==> src/rtl/rht_pkg.sv <==
`timescale 1ns / 1ps
package rht_pkg;

  localparam int OP_W     = 3;
  localparam int ID_W     = 32;
  localparam int TYPE_W   = 4;
  localparam int STATE_W  = 2;
  localparam int STATUS_W = 2;
  localparam int REFS_W   = 16;
  localparam int LIVE_W   = 5;

  localparam logic [OP_W-1:0] OP_CREATE   = 3'd0;
  localparam logic [OP_W-1:0] OP_QUERY    = 3'd1;
  localparam logic [OP_W-1:0] OP_RETAIN   = 3'd2;
  localparam logic [OP_W-1:0] OP_RELEASE  = 3'd3;
  localparam logic [OP_W-1:0] OP_DESTROY  = 3'd4;
  localparam logic [OP_W-1:0] OP_ACTIVATE = 3'd5;
  localparam logic [OP_W-1:0] OP_SUSPEND  = 3'd6;

  localparam logic [STATUS_W-1:0] STS_OK        = 2'd0;
  localparam logic [STATUS_W-1:0] STS_FULL      = 2'd1;
  localparam logic [STATUS_W-1:0] STS_NOT_FOUND = 2'd2;

  localparam logic [STATE_W-1:0] OBJ_CREATED   = 2'd0;
  localparam logic [STATE_W-1:0] OBJ_ACTIVE    = 2'd1;
  localparam logic [STATE_W-1:0] OBJ_SUSPENDED = 2'd2;
  localparam logic [STATE_W-1:0] OBJ_GONE      = 2'd3;

  // controller to datapath
  typedef struct packed {
    logic capture;
    logic exec;
  } cmd_t;

  typedef struct packed {
    logic [STATUS_W-1:0] status;
    logic [ID_W-1:0]     result_id;
    logic [TYPE_W-1:0]   result_type;
    logic [STATE_W-1:0]  result_state;
    logic [REFS_W-1:0]   result_refs;
    logic                freed;
    logic [LIVE_W-1:0]   live_count;
  } rsp_t;

endpackage

==> src/rtl/rht_req_if.sv <==
`timescale 1ns / 1ps
interface rht_req_if;
  import rht_pkg::*;

  logic              valid;
  logic              ready;
  logic [OP_W-1:0]   opcode;
  logic [ID_W-1:0]   object_id;
  logic [TYPE_W-1:0] object_type;

  modport source (output valid, output opcode, output object_id, output object_type,
                  input ready);
  modport sink (input valid, input opcode, input object_id, input object_type,
                output ready);
endinterface

==> src/rtl/rht_rsp_if.sv <==
`timescale 1ns / 1ps
interface rht_rsp_if;
  import rht_pkg::*;

  logic                valid;
  logic                ready;
  logic [STATUS_W-1:0] status;
  logic [ID_W-1:0]     result_id;
  logic [TYPE_W-1:0]   result_type;
  logic [STATE_W-1:0]  result_state;
  logic [REFS_W-1:0]   result_refs;
  logic                freed;
  logic [LIVE_W-1:0]   live_count;

  modport source (output valid, output status, output result_id, output result_type,
                  output result_state, output result_refs, output freed,
                  output live_count, input ready);
  modport sink (input valid, input status, input result_id, input result_type,
                input result_state, input result_refs, input freed,
                input live_count, output ready);
endinterface

==> src/rtl/refcounted_object_handle_table.sv <==
`timescale 1ns / 1ps
// Reference-counted handle table of SLOTS object slots held in registers. At acceptance of
// a request every slot id is compared with the request id and tested for free in parallel,
// and the results are registered; in the execute state the first match or free slot is
// picked and its read-modify-write is done, loading the response register. A further
// request is accepted only once that update is done; the update waits while a previous
// response is still held. Reset clears the whole table at once, with no clearing pass.
module refcounted_object_handle_table #(
  parameter int SLOTS    = 16,
  parameter int REF_BITS = 16
) (
  input  logic      clk,
  input  logic      rst,
  rht_req_if.sink   req,
  rht_rsp_if.source rsp
);
  import rht_pkg::*;

  cmd_t cmd;
  rsp_t rsp_data;

  rht_ctrl u_ctrl (
    .clk       (clk),
    .rst       (rst),
    .in_valid  (req.valid),
    .in_ready  (req.ready),
    .out_valid (rsp.valid),
    .out_ready (rsp.ready),
    .cmd       (cmd)
  );

  rht_dp #(
    .SLOTS    (SLOTS),
    .REF_BITS (REF_BITS)
  ) u_dp (
    .clk         (clk),
    .rst         (rst),
    .cmd         (cmd),
    .opcode      (req.opcode),
    .object_id   (req.object_id),
    .object_type (req.object_type),
    .rsp_data    (rsp_data)
  );

  assign rsp.status       = rsp_data.status;
  assign rsp.result_id    = rsp_data.result_id;
  assign rsp.result_type  = rsp_data.result_type;
  assign rsp.result_state = rsp_data.result_state;
  assign rsp.result_refs  = rsp_data.result_refs;
  assign rsp.freed        = rsp_data.freed;
  assign rsp.live_count   = rsp_data.live_count;

  a_no_back_to_back: assert property (@(posedge clk) disable iff (rst)
    (req.valid && req.ready) |=> !req.ready)
    else $error("request accepted while previous one in progress");

  a_exec_not_stalled: assert property (@(posedge clk) disable iff (rst)
    cmd.exec |-> (!rsp.valid || rsp.ready))
    else $error("response register overwritten while held");

  a_fail_clean: assert property (@(posedge clk) disable iff (rst)
    (rsp.valid && rsp.status != STS_OK) |->
      (rsp.result_id == '0 && !rsp.freed && rsp.result_state == OBJ_GONE))
    else $error("failed response carries object data");

  a_freed_clean: assert property (@(posedge clk) disable iff (rst)
    (rsp.valid && rsp.freed) |->
      (rsp.result_id == '0 && rsp.result_refs == '0 && rsp.status == STS_OK))
    else $error("freed response carries object data");
endmodule

==> src/rtl/rht_ctrl.sv <==
`timescale 1ns / 1ps
module rht_ctrl (
  input  logic          clk,
  input  logic          rst,
  input  logic          in_valid,
  output logic          in_ready,
  output logic          out_valid,
  input  logic          out_ready,
  output rht_pkg::cmd_t cmd
);
  import rht_pkg::*;

  typedef enum logic {
    S_IDLE,
    S_EXEC
  } state_t;

  state_t state;

  always_comb begin
    cmd.capture = in_valid && in_ready;
    // update only once the response register is free
    cmd.exec    = (state == S_EXEC) && (!out_valid || out_ready);
  end

  always_ff @(posedge clk) begin
    if (rst) begin
      state     <= S_IDLE;
      in_ready  <= 1'b0;
      out_valid <= 1'b0;
    end else begin
      unique case (state)
        S_IDLE: begin
          if (cmd.capture) begin
            state    <= S_EXEC;
            in_ready <= 1'b0;
          end else begin
            in_ready <= 1'b1;
          end
          if (out_valid && out_ready) out_valid <= 1'b0;
        end
        S_EXEC: begin
          if (cmd.exec) begin
            state     <= S_IDLE;
            in_ready  <= 1'b1;
            out_valid <= 1'b1;
          end
        end
        default: begin
          state <= S_IDLE;
        end
      endcase
    end
  end
endmodule

==> src/rtl/rht_dp.sv <==
`timescale 1ns / 1ps
module rht_dp #(
  parameter int SLOTS    = 16,
  parameter int REF_BITS = 16
) (
  input  logic                       clk,
  input  logic                       rst,
  input  rht_pkg::cmd_t              cmd,
  input  logic [rht_pkg::OP_W-1:0]   opcode,
  input  logic [rht_pkg::ID_W-1:0]   object_id,
  input  logic [rht_pkg::TYPE_W-1:0] object_type,
  output rht_pkg::rsp_t              rsp_data
);
  import rht_pkg::*;

  localparam int IDX_W   = (SLOTS > 1) ? $clog2(SLOTS) : 1;
  localparam int CNT_W   = $clog2(SLOTS + 1);
  localparam logic [REF_BITS-1:0] REF_MAX = {REF_BITS{1'b1}};
  localparam logic [REF_BITS-1:0] REF_ONE = REF_BITS'(1);
  localparam logic [CNT_W-1:0]    CNT_ONE = CNT_W'(1);

  logic [ID_W-1:0]     slot_id    [SLOTS];
  logic [TYPE_W-1:0]   slot_type  [SLOTS];
  logic [STATE_W-1:0]  slot_state [SLOTS];
  logic [REF_BITS-1:0] slot_refs  [SLOTS];
  logic [CNT_W-1:0]    live_objects;
  logic [ID_W-1:0]     next_id;

  // captured request and compare vectors
  logic [OP_W-1:0]   req_op;
  logic [TYPE_W-1:0] req_type;
  logic [SLOTS-1:0]  match_vec, free_vec;
  logic [SLOTS-1:0]  match_vec_next, free_vec_next;

  always_comb begin
    for (int i = 0; i < SLOTS; i++) begin
      match_vec_next[i] = (slot_id[i] == object_id) && (object_id != '0);
      free_vec_next[i]  = (slot_id[i] == '0);
    end
  end

  logic [IDX_W-1:0] match_idx, free_idx;
  logic             match_any, free_any;

  always_comb begin
    match_idx = '0;
    free_idx  = '0;
    for (int i = SLOTS - 1; i >= 0; i--) begin
      if (match_vec[i]) match_idx = IDX_W'(i);
      if (free_vec[i])  free_idx  = IDX_W'(i);
    end
    match_any = |match_vec;
    free_any  = |free_vec;
  end

  logic [IDX_W-1:0]    idx;
  logic                wr;
  logic [ID_W-1:0]     n_id;
  logic [TYPE_W-1:0]   n_type;
  logic [STATE_W-1:0]  n_state;
  logic [REF_BITS-1:0] n_refs;
  logic [CNT_W-1:0]    live_next;
  logic [ID_W-1:0]     next_id_next;
  logic [STATUS_W-1:0] sts;
  logic                fr;
  logic [31:0]         refs_wide, live_wide;

  always_comb begin
    idx          = match_idx;
    wr           = 1'b0;
    n_id         = slot_id[match_idx];
    n_type       = slot_type[match_idx];
    n_state      = slot_state[match_idx];
    n_refs       = slot_refs[match_idx];
    live_next    = live_objects;
    next_id_next = next_id;
    sts          = STS_OK;
    fr           = 1'b0;
    unique case (req_op)
      OP_CREATE: begin
        idx = free_idx;
        if (next_id != '0 && free_any) begin
          wr           = 1'b1;
          n_id         = next_id;
          n_type       = req_type;
          n_state      = OBJ_CREATED;
          n_refs       = REF_ONE;
          live_next    = live_objects + CNT_ONE;
          next_id_next = next_id + ID_W'(1);
        end else begin
          sts = STS_FULL;
        end
      end
      OP_QUERY, OP_RETAIN, OP_RELEASE, OP_DESTROY, OP_ACTIVATE, OP_SUSPEND: begin
        if (!match_any) begin
          sts = STS_NOT_FOUND;
        end else begin
          wr = 1'b1;
          unique case (req_op)
            OP_RETAIN:   if (n_refs != REF_MAX) n_refs = n_refs + REF_ONE;
            OP_RELEASE:  begin
              if (n_refs == REF_ONE) fr = 1'b1;
              else if (n_refs != '0) n_refs = n_refs - REF_ONE;
            end
            OP_DESTROY:  fr = 1'b1;
            OP_ACTIVATE: n_state = OBJ_ACTIVE;
            OP_SUSPEND:  n_state = OBJ_SUSPENDED;
            default:     wr = 1'b0;
          endcase
          if (fr) begin
            n_id    = '0;
            n_type  = '0;
            n_state = OBJ_GONE;
            n_refs  = '0;
            if (live_objects != '0) live_next = live_objects - CNT_ONE;
          end
        end
      end
      default: sts = STS_NOT_FOUND;
    endcase
    refs_wide = 32'(n_refs);
    live_wide = 32'(live_next);
  end

  always_ff @(posedge clk) begin
    if (rst) begin
      for (int i = 0; i < SLOTS; i++) begin
        slot_id[i]    <= '0;
        slot_type[i]  <= '0;
        slot_state[i] <= OBJ_GONE;
        slot_refs[i]  <= '0;
      end
      live_objects <= '0;
      next_id      <= ID_W'(1);
    end else if (cmd.exec) begin
      if (wr) begin
        slot_id[idx]    <= n_id;
        slot_type[idx]  <= n_type;
        slot_state[idx] <= n_state;
        slot_refs[idx]  <= n_refs;
      end
      live_objects <= live_next;
      next_id      <= next_id_next;
    end
  end

  always_ff @(posedge clk) begin
    if (cmd.capture) begin
      req_op    <= opcode;
      req_type  <= object_type;
      match_vec <= match_vec_next;
      free_vec  <= free_vec_next;
    end
    if (cmd.exec) begin
      rsp_data.status     <= sts;
      rsp_data.freed      <= fr;
      rsp_data.live_count <= live_wide[LIVE_W-1:0];
      if (sts != STS_OK || fr) begin
        rsp_data.result_id    <= '0;
        rsp_data.result_type  <= '0;
        rsp_data.result_state <= OBJ_GONE;
        rsp_data.result_refs  <= '0;
      end else begin
        rsp_data.result_id    <= n_id;
        rsp_data.result_type  <= n_type;
        rsp_data.result_state <= n_state;
        rsp_data.result_refs  <= refs_wide[REFS_W-1:0];
      end
    end
  end
endmodule
==> src/flat_wrapper.sv <==
// flat-port wrapper written by rule: the top's interface ports become plain ports
module refcounted_object_handle_table_flat import rht_pkg::*;
#(
  parameter int SLOTS    = 16,
  parameter int REF_BITS = 16
)
  (clk, rst, req_valid, req_opcode, req_object_id, req_object_type, req_ready, rsp_valid, rsp_status, rsp_result_id, rsp_result_type, rsp_result_state, rsp_result_refs, rsp_freed, rsp_live_count, rsp_ready);
  rht_req_if req_i ();
  rht_rsp_if rsp_i ();
  input  logic clk;
  input  logic rst;
  input wire logic [$bits(req_i.valid)-1:0] req_valid;
  input wire logic [$bits(req_i.opcode)-1:0] req_opcode;
  input wire logic [$bits(req_i.object_id)-1:0] req_object_id;
  input wire logic [$bits(req_i.object_type)-1:0] req_object_type;
  output wire logic [$bits(req_i.ready)-1:0] req_ready;
  output wire logic [$bits(rsp_i.valid)-1:0] rsp_valid;
  output wire logic [$bits(rsp_i.status)-1:0] rsp_status;
  output wire logic [$bits(rsp_i.result_id)-1:0] rsp_result_id;
  output wire logic [$bits(rsp_i.result_type)-1:0] rsp_result_type;
  output wire logic [$bits(rsp_i.result_state)-1:0] rsp_result_state;
  output wire logic [$bits(rsp_i.result_refs)-1:0] rsp_result_refs;
  output wire logic [$bits(rsp_i.freed)-1:0] rsp_freed;
  output wire logic [$bits(rsp_i.live_count)-1:0] rsp_live_count;
  input wire logic [$bits(rsp_i.ready)-1:0] rsp_ready;
  assign req_i.valid = req_valid;
  assign req_i.opcode = req_opcode;
  assign req_i.object_id = req_object_id;
  assign req_i.object_type = req_object_type;
  assign req_ready = req_i.ready;
  assign rsp_valid = rsp_i.valid;
  assign rsp_status = rsp_i.status;
  assign rsp_result_id = rsp_i.result_id;
  assign rsp_result_type = rsp_i.result_type;
  assign rsp_result_state = rsp_i.result_state;
  assign rsp_result_refs = rsp_i.result_refs;
  assign rsp_freed = rsp_i.freed;
  assign rsp_live_count = rsp_i.live_count;
  assign rsp_i.ready = rsp_ready;
  refcounted_object_handle_table #(.SLOTS(SLOTS), .REF_BITS(REF_BITS)) u_core (.clk(clk), .rst(rst), .req(req_i), .rsp(rsp_i));
endmodule
==> config.mk <==
export PLATFORM = sky130hd
export DESIGN_NAME = refcounted_object_handle_table_flat
export DESIGN_NICKNAME = d
export VERILOG_FILES = /design/src/rtl/rht_pkg.sv /design/src/rtl/rht_req_if.sv /design/src/rtl/rht_rsp_if.sv /design/src/rtl/refcounted_object_handle_table.sv /design/src/rtl/rht_ctrl.sv /design/src/rtl/rht_dp.sv /design/src/flat_wrapper.sv
export SDC_FILE = /design/constraint.sdc
export NUM_CORES = 2
export LEC_CHECK = 0
export ABC_AREA = 1
export BUFFER_PORTS_ARGS = -buffer_cell sky130_fd_sc_hd__clkbuf_2
export CAP_MARGIN = 20
export CORE_MARGIN = 2
export CORE_UTILIZATION = 45
export DETAILED_ROUTE_END_ITERATION = 8
export MAX_ROUTING_LAYER = met4
export SETUP_SLACK_MARGIN = 0.15
export SLEW_MARGIN = 10
export SYNTH_ARGS = -nofsm -noshare
export SYNTH_HDL_FRONTEND = slang
export SYNTH_SLANG_ARGS = --single-unit
==> constraint.sdc <==
create_clock -name clk -period 12.02 [get_ports clk]
set_input_delay 2.404 -clock clk [delete_from_list [all_inputs] [get_ports clk]]
set_output_delay 2.404 -clock clk [all_outputs]
set_load 0.01 [all_outputs]
=== Word-level counts from Yosys, hierarchy flattened ===
Memories as Yosys holds them, arrays and structs flattened.
Index checks and enable logic that the tools add are counted.

* Bits in registers: 141
* RAM bits: 864
* Bits of input ports: 43
* Logic and storage cells: 205
* Memories kept: 4

{| class="wikitable"
|+ Memory list
! name !! words !! width !! rd ports !! clocked after Yosys merged registers in !! wr ports !! line !! source
|-
| u_core.u_dp.slot_id || 16 || 32 || 17 || 0 || 16 || rht_dp.sv:22 || <nowiki>logic [ID_W-1:0] slot_id [SLOTS];</nowiki>
|-
| u_core.u_dp.slot_refs || 16 || 16 || 1 || 0 || 16 || rht_dp.sv:25 || <nowiki>logic [REF_BITS-1:0] slot_refs [SLOTS];</nowiki>
|-
| u_core.u_dp.slot_type || 16 || 4 || 1 || 0 || 16 || rht_dp.sv:23 || <nowiki>logic [TYPE_W-1:0] slot_type [SLOTS];</nowiki>
|-
| u_core.u_dp.slot_state || 16 || 2 || 1 || 0 || 16 || rht_dp.sv:24 || <nowiki>logic [STATE_W-1:0] slot_state [SLOTS];</nowiki>
|}

* $add $sub $neg: 5
* Eq/ne operators: 26
* Muxes and demuxes: 98
* Bitwise logic cells: 1
* Reductions and logical operators: 55

{| class="wikitable"
|+ Operator list
! cell !! count
|-
| == test 32 bit || 16
|-
| zero test 32 bit || 16
|-
| 2-to-1 mux 4 bit || 41
|-
| 2-to-1 mux 32 bit || 4
|-
| 2-to-1 mux 16 bit || 7
|-
| one-hot mux 16 bit (2 select lines) || 2
|-
| one-hot mux 32 bit (2 select lines) || 1
|-
| nonzero test 32 bit || 2
|-
| OR reduction 16 bit || 3
|-
| adder 32 x 1 -> 32 bit (second input constant) || 1
|-
| OR reduction 32 bit || 1
|-
| 2-to-1 mux 1 bit || 24
|-
| logical AND 1 bit || 20
|-
| 2-to-1 mux 5 bit || 4
|-
| adder 16 x 1 -> 16 bit (second input constant) || 1
|-
| == test 16 x 1 -> 1 bit (second input constant) || 1
|-
| inequality test 16 bit (second input constant) || 1
|-
| nonzero test 16 bit || 1
|-
| subtractor 16 x 1 -> 16 bit (second input constant) || 1
|-
| one-hot mux 2 bit (2 select lines) || 3
|-
| 2-to-1 mux 2 bit || 5
|-
| one-hot mux 1 bit (2 select lines) || 5
|-
| one-hot mux 5 bit (2 select lines) || 1
|-
| == test 3 bit (second input constant) || 3
|-
| other kinds (19) || 21
|}

=== Logic depth before layout (Yosys ltp) ===
An unclocked memory read counts as a cell.

* Word-level depth: 26
* Gate-level depth with buffers: 40
* Mapped depth without buffers: 36

=== Cells and area by module ===
Synthesis repeated with hierarchy kept, for this count alone.

* Cell total of the unflattened synthesis: 5,755
* Area total of the unflattened synthesis: 54,543.6 µm²

{| class="wikitable"
|+ By module, submodules not included
! module !! instances !! cells an instance !! area each (µm²) !! seq. area each (µm²)
|-
| rht_dp || 1 || 5,735 || 54,415.9 || 29,718.5
|-
| rht_ctrl || 1 || 20 || 127.6 || 60.1
|}

=== Worst setup path before layout ===
No wires, ideal clock.

* Path kind: input to register
* From: input port rsp_ready
* To: memory u_core.u_dp.slot_id[10][0] (enable)
* Library setup time: 0.413 ns
* Arrival time: 8.096 ns
* Required time: 11.607 ns
* Slack: 3.511 ns
* Cell stages on the path: 12
* Cells stage by stage: nor2_1 nor2_1 inv_1 nor2_1 a21boi_0 nand2_1 nor2_1 inv_1 nor2_1 clkinv_1 clkbuf_1 nand2_1

{| class="wikitable"
|+ RTL lines
! what !! line !! source
|-
| start: declaration || flat_wrapper.sv:25 || <nowiki>input wire logic [$bits(rsp_i.ready)-1:0] rsp_ready;</nowiki>
|-
| end: declaration || rht_dp.sv:22 ||
|}

==> results.md <==
## Timing
- final critical-path share of the clock period: 56.17%
- final-layout setup total negative slack: 0 ps
- final setup skew: 32.01 ps
- max_slew headroom: 9.883%
- max-slew violation count: 0
- final critical-path required period: 6752 ps
- number of failing setup endpoints in the final timing report: 0
- unrepaired setup endpoints after global routing: no
- worst slew pin tran: 1352 ps
- achievable frequency: 148.1 MHz
- number of hold violations in the final report: 0
- hold_ws: 505.8 ps

## CTS
- Clk Tree Root Cell: sky130_fd_sc_hd__clkbuf_16
- worst-skew pair later-pin latency: 760 ps
- buffers inserted by post-CTS timing repair: 0
- CTS sink cnt: 1,005
- htree depth: 3
- CTS max path bufs: 3
- TritonCTS clock tree: built
- TritonCTS Buffers: 113
- number of cells upsized or downsized after cts: 0
- clk slew on worst S/H paths: 60 ps
- Hold-fix buffers, CTS: 0

## Route
- drt initial violations: 9,658
- average wire per standard cell: 34.88 µm
- Post-DRT Antenna Nets: 0
- vias after detailed routing: 50,326
- total wire length after detailed routing: 257.7 mm
- detailed-route vias per instance: 6.811
- total DRC errors in the routed layout: 0
- detailed-routing iteration count for the pre-antenna-repair pass: 9

## Global route
- vias in the first global route: 45,888
- antenna violations before repair: 8
- GRT Residual Overflow: 0
- maximum number of pins on one net before global-route repair: 163
- Tot GR Track Use: 41.13%
- wire length of the first global-routing pass: 356.9 mm

## Logic synthesis
- number of flops mapped to enable cells by yosys: 965
- sequential element share of the synthesized area: 53.77%
- average cell area after synthesis: 9.538 µm²
- count of yosys warnings during synthesis: 0
- top cell type's share of synthesized area: 52.33%
- syn_nets: 5,856
- post-synthesis instance area: 0.05538 mm²
- share of synthesized flip-flops with an asynchronous set or reset: 0%
- prevailing post-synth register cell: sky130_fd_sc_hd__edfxtp_1
- cell accounting for the most synthesized area: sky130_fd_sc_hd__edfxtp_1
- Post-Synthesis Cells: 5,806
- synth unique cells: 59
- main area contributors after synthesis: sky130_fd_sc_hd__edfxtp_1, sky130_fd_sc_hd__a21oi_1, sky130_fd_sc_hd__xnor2_1
- Seq cells post-synth: 1,005

## Outcome
- run status: completed

## Critical path
- reg-to-reg setup timing slack: 5270 ps
- launch point of the critical path: u_core.u_dp.match_vec[15]
- category of the critical setup timing path: register to register
- Worst setup EP type: register
- worst path required time: 12,470 ps
- crit-path max FO: 110
- crit path max-delay cell type: sky130_fd_sc_hd__buf_4
- end of the worst register-to-register path: u_core.u_dp.slot_id[12][31]
- category of the worst setup path launch point: register
- CP peak stage delay: 870 ps
- Critical Path Sink: u_core.u_dp.slot_id[12][31]
- worst reg2reg path depth: 32
- library cell appearing most often on the critical path: sky130_fd_sc_hd__nand2_1
- data arrival time at the worst-slack endpoint: 7200 ps
- launch point of the worst reg-to-reg path: u_core.u_dp.match_vec[15]

## Finish
- most common library cell in the layout ignoring fill and taps: sky130_fd_sc_hd__edfxtp_1
- most frequent cells in the layout: sky130_fd_sc_hd__edfxtp_1, sky130_fd_sc_hd__a21oi_1, sky130_fd_sc_hd__nor2_1, sky130_fd_sc_hd__nand2_1, sky130_fd_sc_hd__inv_1
- post-route cell area: 0.06039 mm²
- share of layout cells above drive strength 1: 9.323%
- net count of the finished layout: 5,712
- area delta synth->final: 9.055%
- final core occ: 49.55%

## Power
- maximum ir drop on the vdd rail: 137.4 µV
- clock share of power: 40.3%
- sequential group share of total power: 46.8%
- Gate power share: 12.9%
- leakage dissipation: 20.64 nW
- Cell Int Power: 6.205 mW
- switch share: 28.87%
- power spent charging and discharging nets: 2.518 mW
- cell area power density: 144.4 mW/mm²

## Placed design
- I/O Buffers: 106
- Post-DP Area: 0.05663 mm²
- HPWL after DPL: 169.2 mm
- GPL Wtd Cong: 1.101

## Floorplan
- starting utilization of the core area: 45.44%
- number of ports placed on the die boundary: 107
- std cell rows: 128
- full die area: 0.1259 mm²
- Placeable Area: 0.1219 mm²
- Die Span X: 354.8 µm
- die height: 354.8 µm

## Worst hold path
- type of the tightest min-delay check: register to register

## Run
- max cap viols: 0

[kinds of logic after synthesis]
family,Yosys count,share of synthesized area (%)
AO/OA/AOI/OAI,1538,15.66
flip-flops,1005,53.77
multiplexers,19,0.3434
adder cells (fa/ha/maj),7,0.1581
XOR/XNOR,397,6.279
AND/OR/NAND/NOR,1965,16.94
buffers and inverters,875,6.846
[flip-flops by register name, indices dropped and copies added (netlist names)]
| signal | cells |
|---|---|
| u_core.u_dp.rsp_data | 62 |
| u_core.u_dp.slot_state | 32 |
| u_core.u_dp.req_op | 3 |
| u_core.u_dp.req_type | 4 |
| u_core.u_dp.slot_id | 512 |
| u_core.u_ctrl.in_ready | 1 |
| u_core.u_dp.slot_refs | 256 |
| u_core.u_dp.slot_type | 64 |
| u_core.u_ctrl.state | 1 |
| u_core.u_dp.free_vec | 16 |
| u_core.u_dp.match_vec | 16 |
| u_core.u_dp.live_objects | 5 |
| u_core.u_dp.next_id | 32 |
| u_core.u_ctrl.out_valid | 1 |
[final cells by class]
cell class | instances | area, µm²
sequential | 1005 | 29780
fill | 11325 | 61480
tap | 1625 | 2033
multi-input combinational | 3926 | 22000
inverter | 410 | 1560
clock buffer | 134 | 2949
clock inverter | 79 | 681.9
antenna | 4 | 10.01
timing repair buffer | 206 | 1376
[power by group through the flow]
stage	Clock, mW	Sequential (mW)	Combinational, mW
4_1_cts	3.51	4.07	1.07
3_5_place_dp	0	4.15	1.07
3_3_place_gp	0	4.15	1.07
6_report	3.51	4.09	1.12
2_1_floorplan	0	4.10	0.680
5_1_grt	3.63	4.09	1.16
[synthesized netlist by cell type (all sizes together), types with 15 or more instances]
master and instances:
a21oi 877, a221oi 15, buf 136, clkbuf 329
clkinv 20, dfxtp 40, edfxtp 965, inv 390
mux2i 19, nand2 613, nand3 314, nand3b 72
nand4 161, nor2 568, nor3 27, nor4 180
o21ai 360, o221ai 45, o22ai 111, o32ai 83
xnor2 342, xor2 55
[worst max-delay path: cells and delay by family, from the launching register on]
family / cells / cell delay, ps
AND/OR/NAND/NOR: 27 / 4320
flip-flops: 1 / 400
buffers and inverters: 3 / 1330
AO/OA/AOI/OAI: 2 / 230
[per-stage QoR]
step,total power [mW],cells,setup slack [ps]
after floorplan,4.781,5806,3511
after global placement,5.214,7165,5586
after detailed placement,5.214,7166,5551
after CTS,8.655,7379,5547
after global routing,8.875,7389,4812
final,8.724,7389,5268
[layer usage]
layer  share of wire [%]  vias to the layer above  track usage [%]
li1                    -                    20648                -
met1                  38                    24424            55.96
met2                  41                     4392            56.13
met3                  15                      862            10.88
met4                 6.4                        0            21.26
met5                   0                        -                -
[worst min-delay path by stage]
stage | start | cells after the start | slack, ps | end
after global placement | u_core.u_dp.next_id[31] | 2 | 490 | u_core.u_dp.next_id[31]
after CTS | u_core.u_dp.live_objects[1] | 2 | 510 | u_core.u_dp.live_objects[1]
after global routing | u_core.u_dp.live_objects[1] | 2 | 530 | u_core.u_dp.live_objects[1]
after detailed placement | u_core.u_dp.live_objects[1] | 2 | 500 | u_core.u_dp.live_objects[1]
after floorplan | u_core.u_dp.next_id[31] | 2 | 450 | u_core.u_dp.next_id[31]
final | u_core.u_dp.live_objects[1] | 2 | 510 | u_core.u_dp.live_objects[1]
(Power assumes the default switching activity.)
